### src/rtl/core/slbwp_pkg.sv
// Package for the slice selector with starvation aging.
// Request/result structs, FSM state type, codes and register defaults.
// No dependencies.
package slbwp_pkg;

    localparam int CFG_DATA_W = 8;
    localparam int CFG_IDX_W  = 1;
    localparam int USER_W     = 10;
    localparam int BB_LIMIT_W = 7;
    localparam int MT_LIMIT_W = 8;
    localparam int STEP_W     = 4;

    localparam logic [CFG_IDX_W-1:0] CFG_BB_LIMIT = 1'd0;
    localparam logic [CFG_IDX_W-1:0] CFG_MT_LIMIT = 1'd1;

    localparam logic [BB_LIMIT_W-1:0] BB_LIMIT_RESET = 7'd8;
    localparam logic [MT_LIMIT_W-1:0] MT_LIMIT_RESET = 8'd16;

    localparam logic ACT_CHOOSE = 1'b0;
    localparam logic ACT_CLEAR  = 1'b1;

    localparam logic [1:0] SLICE_LL = 2'd0;
    localparam logic [1:0] SLICE_BB = 2'd1;
    localparam logic [1:0] SLICE_MT = 2'd2;

    typedef struct packed {
        logic              action;
        logic [USER_W-1:0] user_index;
        logic              low_latency_pending;
        logic              broadband_pending;
        logic              machine_pending;
    } req_t;

    typedef struct packed {
        logic [1:0] chosen_slice;
        logic       was_forced;
    } rsp_t;

    typedef enum logic [2:0] {
        ST_CLEAR,
        ST_IDLE,
        ST_REDUCE,
        ST_READ,
        ST_UPDATE
    } state_t;

endpackage

### src/rtl/core/slbwp_decide.sv
// Slice decision and counter update for one request.
// Depends on slbwp_pkg.
module slbwp_decide
    import slbwp_pkg::*;
#(
    parameter int CW = 8
) (
    input  req_t                  req,
    input  logic [CW-1:0]         bb_cnt,
    input  logic [CW-1:0]         mt_cnt,
    input  logic [BB_LIMIT_W-1:0] bb_limit,
    input  logic [MT_LIMIT_W-1:0] mt_limit,
    output logic [CW-1:0]         bb_next,
    output logic [CW-1:0]         mt_next,
    output rsp_t                  rsp
);

    function automatic logic [CW-1:0] sat_inc(input logic [CW-1:0] c);
        sat_inc = (c == {CW{1'b1}}) ? c : c + CW'(1);
    endfunction

    logic bb_starved;
    logic mt_starved;

    assign bb_starved = req.broadband_pending && (bb_cnt >= CW'(bb_limit));
    assign mt_starved = req.machine_pending && (mt_cnt >= CW'(mt_limit));

    always_comb
    begin
        bb_next = bb_cnt;
        mt_next = mt_cnt;
        rsp.chosen_slice = SLICE_BB;
        rsp.was_forced = 1'b0;
        if (req.action == ACT_CLEAR)
        begin
            bb_next = '0;
            mt_next = '0;
        end
        else if (bb_starved)
        begin
            bb_next = '0;
            if (req.machine_pending)
            begin
                mt_next = sat_inc(mt_cnt);
            end
            rsp.was_forced = 1'b1;
        end
        else if (mt_starved)
        begin
            mt_next = '0;
            if (req.broadband_pending)
            begin
                bb_next = sat_inc(bb_cnt);
            end
            rsp.chosen_slice = SLICE_MT;
            rsp.was_forced = 1'b1;
        end
        else if (req.low_latency_pending)
        begin
            if (req.broadband_pending)
            begin
                bb_next = sat_inc(bb_cnt);
            end
            if (req.machine_pending)
            begin
                mt_next = sat_inc(mt_cnt);
            end
            rsp.chosen_slice = SLICE_LL;
        end
        else if (req.broadband_pending)
        begin
            bb_next = '0;
            if (req.machine_pending)
            begin
                mt_next = sat_inc(mt_cnt);
            end
        end
        else if (req.machine_pending)
        begin
            mt_next = '0;
            rsp.chosen_slice = SLICE_MT;
        end
    end

endmodule

### config.mk
export PLATFORM = sky130hd
export DESIGN_NAME = slbwp_decide
export DESIGN_NICKNAME = d
export VERILOG_FILES = /design/src/rtl/core/slbwp_pkg.sv /design/src/rtl/core/slbwp_decide.sv
export SDC_FILE = /design/constraint.sdc
export NUM_CORES = 1
export LEC_CHECK = 0
export BUFFER_PORTS_ARGS = -buffer_cell sky130_fd_sc_hd__buf_2
export CAP_MARGIN = 20
export CORE_AREA = 4 4 55 52
export DETAILED_ROUTE_END_ITERATION = 6
export DIE_AREA = 0 0 59 56
export GPL_TIMING_DRIVEN = 0
export PLACE_DENSITY_LB_ADDON = 0.12
export SLEW_MARGIN = 5
export SYNTH_ARGS = -nofsm -noshare
export SYNTH_HDL_FRONTEND = slang
export SYNTH_SLANG_ARGS = --single-unit
### constraint.sdc
create_clock -name vclk -period 3.75
set_clock_uncertainty 0.2 [all_clocks]
set_input_delay 0 -clock vclk [all_inputs]
set_output_delay 0 -clock vclk [all_outputs]
set_load 0.01 [all_outputs]
==> results.json, run 1 <==
{
  "avgRoutedWirePerCell_um": 13.7,
  "drv_slew": 0,
  "grt_antenna_before_repair": 0,
  "placement.io_buffers": 53,
  "synth_area_mm2": 0.00111,
  "crit_path_start": "mt_cnt[0]",
  "status": "finished clean",
  "diodes": 0,
  "postCtsSetupRepairBufs": 0,
  "final_common_cell": "buf_2",
  "synth_seq_area_share": 0,
  "powerDensity_mw_per_mm2": 121,
  "period_share": 0.651,
  "critPathLaunchType": "input pin",
  "max-vdd-ir-drop_v": 0.0000627,
  "multi_input_area_mm2": 0.00100,
  "setup_viol": 0,
  "grt_pass1_vias": 1283,
  "worstPathRequired_ns": 3.55,
  "drt_iter0_drc": 89,
  "period_needed_ns": 2.44,
  "drive_gt1_frac": 0.304,
  "nClkBuffers": 0,
  "critical_path_class": "input pin to output pin",
  "core_mm2": 0.00234,
  "grt_pass1_wl_mm": 5.30,
  "die_h_um": 56,
  "vias_per_cell": 5.79,
  "hold_depth": 3,
  "placementRows": 17,
  "final_nets": 278,
  "synth.avg_cell_area_um2": 6.92,
  "holdBufCountCts": 0,
  "setup.worst_path.end": "bb_next[7]",
  "globalplace.congestion": 0.874,
  "syn2layout_area_growth_pct": 26.9,
  "min_path_type": "input pin to output pin",
  "routed_wl_mm": 3.32,
  "yosysWarnings": 0,
  "cts_resized": 0,
  "first_pass_iters": 4,
  "tns_ns": 0,
  "grt_max_degree": 11,
  "pin_count": 64,
  "crit_arrival_ns": 2.24,
  "synth_cells": 161,
  "hpwl_mm": 2.74,
  "fillers": 246,
  "hold_ws_ns": 0.163,
  "dieArea_mm2": 0.00330,
  "leakagePower_nw": 0.739,
  "design.seq.count": 0,
  "drv_cap": 0,
  "grt_usage": 0.189,
  "max_freq_mhz": 410,
  "start_util": 0.476,
  "seq_area_um2": 0,
  "layout_common_cells": "53 x buf_2, 19 x inv_1, 17 x ha_1, 16 x nor2_1, 11 x nand2_1",
  "die_width_um": 59,
  "worst_slew_pin_slew_ns": 0.615,
  "synth_cell_types": 50,
  "mappedNetlistNets": 223,
  "via_count": 1402,
  "drtAntennaViolNets": 0,
  "final-hold-violation-count": 0,
  "grt_overflow_total": 0,
  "crit_fanout": 4,
  "rsz0062_at_grt": "no",
  "endpoint_kind": "output pin",
  "route.detailed.drc": 0,
  "max_slew_margin": 0.587
}
-- metrics by stage --
stage	area, um2	utilization	worst slack, ns	instances	power, mW
floorplan	1110	-	1.69	161	0.107
global placement	1420	0.605	1.35	242	0.163
detailed placement	1420	0.605	1.32	242	0.169
CTS	1420	0.605	1.30	242	0.170
global route	1420	0.605	1.14	242	0.189
finish	1420	0.605	1.31	242	0.171
-- per-layer routing --
metal / part of all wire / routed length, um / global-route usage
met1: 0.41 / 1350 / 0.229
met2: 0.51 / 1690 / 0.368
met3: 0.085 / 281 / 0.00232
met4: 0 / 0 / 0.0227
met5: 0 / 0 / 0
-- logic make-up after synthesis --
group / count (synthesis) / share of synthesized area
and+or+nand+nor: 65 / 0.322
xor gates and xnor gates: 6 / 0.0471
muxes: 2 / 0.0180
AOI/OAI and AO/OA: 48 / 0.320
adders and majority gates: 17 / 0.191
buffers and inverters: 23 / 0.102
-- synthesized netlist by cell type, types with 4 or more instances --
master	n	area, um2
a211oi_1	5	37.5
a21oi_1	9	45.0
and3_1	6	37.5
ha_1	17	213
inv_1	19	71.3
nand2_1	11	41.3
nand3_1	7	35.0
nand4_1	4	25.0
nor2_1	16	60.1
o21ai_0	10	50.1
or3_1	4	25.0
xnor2_1	6	52.6
-- worst min path at each step --
| stage | from | to | slack (ns) |
|---|---|---|---|
| floorplan | req[13] | mt_next[3] | -0.16 |
| global placement | req[13] | mt_next[6] | 0.15 |
| detailed placement | req[13] | mt_next[6] | 0.15 |
| CTS | req[13] | mt_next[6] | 0.15 |
| global route | req[13] | mt_next[6] | 0.18 |
| finish | req[13] | mt_next[6] | 0.16 |
-- final cells by class --
class | count | share of cell area
Tap cell | 28 | 0.0248
Buffer | 4 | 0.0301
Multi-Input combinational cell | 138 | 0.707
Inverter | 19 | 0.0504
Timing Repair Buffer | 53 | 0.187
-- worst max-delay path, stage by stage --
cell      delay (ns)
buf_2           0.11
inv_1           0.10
ha_1            0.24
nand2b_4        0.14
a2111o_1        0.48
a311oi_1        0.60
or3_1           0.21
mux2i_1         0.19
nor2_1          0.05
buf_2           0.13
-- report_power, final --
group	switching, mW	internal (mW)
Clock	0	0
Combinational	0.0950	0.0755
Sequential	0	0
Total	0.0950	0.0755
(Power assumes the default switching activity.)
==> run 2: changes to the inputs <==
--- a/config.mk
+++ b/config.mk
@@ -7,9 +7,9 @@
 export LEC_CHECK = 0
 export BUFFER_PORTS_ARGS = -buffer_cell sky130_fd_sc_hd__buf_2
 export CAP_MARGIN = 20
-export CORE_AREA = 4 4 55 52
+export CORE_AREA = 4 4 57 54
 export DETAILED_ROUTE_END_ITERATION = 6
-export DIE_AREA = 0 0 59 56
+export DIE_AREA = 0 0 61 58
 export GPL_TIMING_DRIVEN = 0
 export PLACE_DENSITY_LB_ADDON = 0.12
 export SLEW_MARGIN = 5
==> constraint.sdc (replaced) <==
create_clock -name vclk -period 2.54
set_clock_uncertainty 0.2 [all_clocks]
set_input_delay 0 -clock vclk [all_inputs]
set_output_delay 0 -clock vclk [all_outputs]
set_load 0.01 [all_outputs]
==> run 2 against run 1 <==
Die area grew 7.1%. Via count is 0.36% higher. Critical path depth increased by 1. Total power grew 50%. Worst setup slack lost 1.2 ns. Utilization down 1.7 points. First-iteration DRC count stayed put. Combinational power increased by 50%. Critical path type unchanged. Largest cell class unchanged. Largest power group unchanged.
==> results.json, run 2 (same netlist as run 1, synthesis figures left out) <==
{
  "globalplace.congestion": 0.848,
  "multi_input_area_mm2": 0.00101,
  "post-route-worst-setup-slack_ns": 0.120,
  "nClkBuffers": 0,
  "status": "finished clean",
  "grt_pass1_vias": 1272,
  "worst_slew_pin_slew_ns": 0.527,
  "via_count": 1407,
  "top_usage_layer": "met2",
  "grt_pass1_wl_mm": 5.25,
  "pin_count": 64,
  "tns_ns": 0,
  "drv_slew": 0,
  "setup_viol": 0,
  "placement.io_buffers": 53,
  "cp_common_cell": "buf_2",
  "min_path_type": "input pin to output pin",
  "critPathLaunchType": "input pin",
  "hp-start": "req[13]",
  "hpwl_mm": 2.81,
  "drt_iter0_drc": 89,
  "dieArea_mm2": 0.00354,
  "routed_wl_mm": 3.34,
  "final_nets": 278,
  "die_width_um": 61,
  "core_mm2": 0.00242,
  "dpl.cell_count": 242,
  "route.detailed.drc": 0,
  "grt_overflow_total": 0,
  "grt_antenna_before_repair": 0,
  "pre_cts_slack_ns": 0.0489,
  "crit_fanout": 8,
  "endpoint_kind": "output pin",
  "syn2layout_area_growth_pct": 27.9,
  "seq_area_um2": 0,
  "powerDensity_mw_per_mm2": 180,
  "max_freq_mhz": 413,
  "drv_cap": 0,
  "grt_use_met2": 0.319,
  "fin_cells": 242,
  "crit_family": "compound AO/OA/AOI/OAI gates",
  "drtAntennaViolNets": 0,
  "design_area_mm2": 0.00143,
  "start_util": 0.460,
  "finalPower_mw": 0.256,
  "drive_gt1_frac": 0.308,
  "period_share": 0.953,
  "layout_common_cells": "53 x buf_2, 19 x inv_1, 17 x ha_1, 16 x nor2_1, 11 x nand2_1",
  "grt_max_degree": 11,
  "placed_area_mm2": 0.00142,
  "period_needed_ns": 2.42,
  "max-vdd-ir-drop_v": 0.000104,
  "placementRows": 17,
  "crit_arrival_ns": 2.22,
  "crit_path_start": "mt_cnt[0]",
  "vias_per_cell": 5.81,
  "cp_num_buf_inv": 4,
  "design.seq.count": 0,
  "postCtsSetupRepairBufs": 0,
  "grt_usage": 0.182,
  "die_h_um": 58,
  "first_pass_iters": 4,
  "worstPathRequired_ns": 2.34,
  "hold_ws_ns": 0.153,
  "use_met3": 0.00445,
  "diodes": 0,
  "fillers": 259,
  "slowest_stage": "a2111o_1",
  "path_cells": "buf_2 > inv_1 > ha_1 > nand2b_4 > a2111o_1 > a2111oi_2 > or3_1 > buf_6 > o21ba_1 > a32o_1 > buf_2",
  "final-hold-violation-count": 0,
  "critical_path_class": "input pin to output pin",
  "final_common_cell": "buf_2",
  "max_stage_delay_ns": 0.49,
  "utilization": 0.588,
  "met1_usage": 0.257,
  "rsz0062_at_grt": "no",
  "max_slew_margin": 0.646,
  "avgRoutedWirePerCell_um": 13.8,
  "leakagePower_nw": 0.742
}
==> run 2: what timing repair did <==
item                                    CTS  global route
endpoints found under the setup margin    0             4
gates resized for setup                   0             2
hold endpoints to repair                  0             0
hold buffers                              0             0
==> run 2: routing by layer <==
| metal | share of wire | wire (um) | vias to the layer above |
|---|---|---|---|
| li1 | - | - | 714 |
| met1 | 0.48 | 1590 | 636 |
| met2 | 0.45 | 1500 | 53 |
| met3 | 0.065 | 217 | 4 |
| met4 | 0.0099 | 33 | 0 |
| met5 | 0 | 0 | - |
==> run 2: final cells by class <==
class	instances	share of cell area
plain buffers	4	0.0298
inverters	19	0.0500
repair buffers	53	0.186
multi-input cells	138	0.710
well taps	28	0.0246
==> run 2: power by group <==
group	internal, mW	total, mW	switching [mW]
clock network	0	0	0
registers	0	0	0
logic	0.113	0.256	0.143
total	0.113	0.256	0.143
==> run 2: path summary, 6_finish.rpt <==
check,depth (start not counted),endpoint,slack (ns)
min,3,mt_next[3],0.15
max,11,bb_next[1],0.12
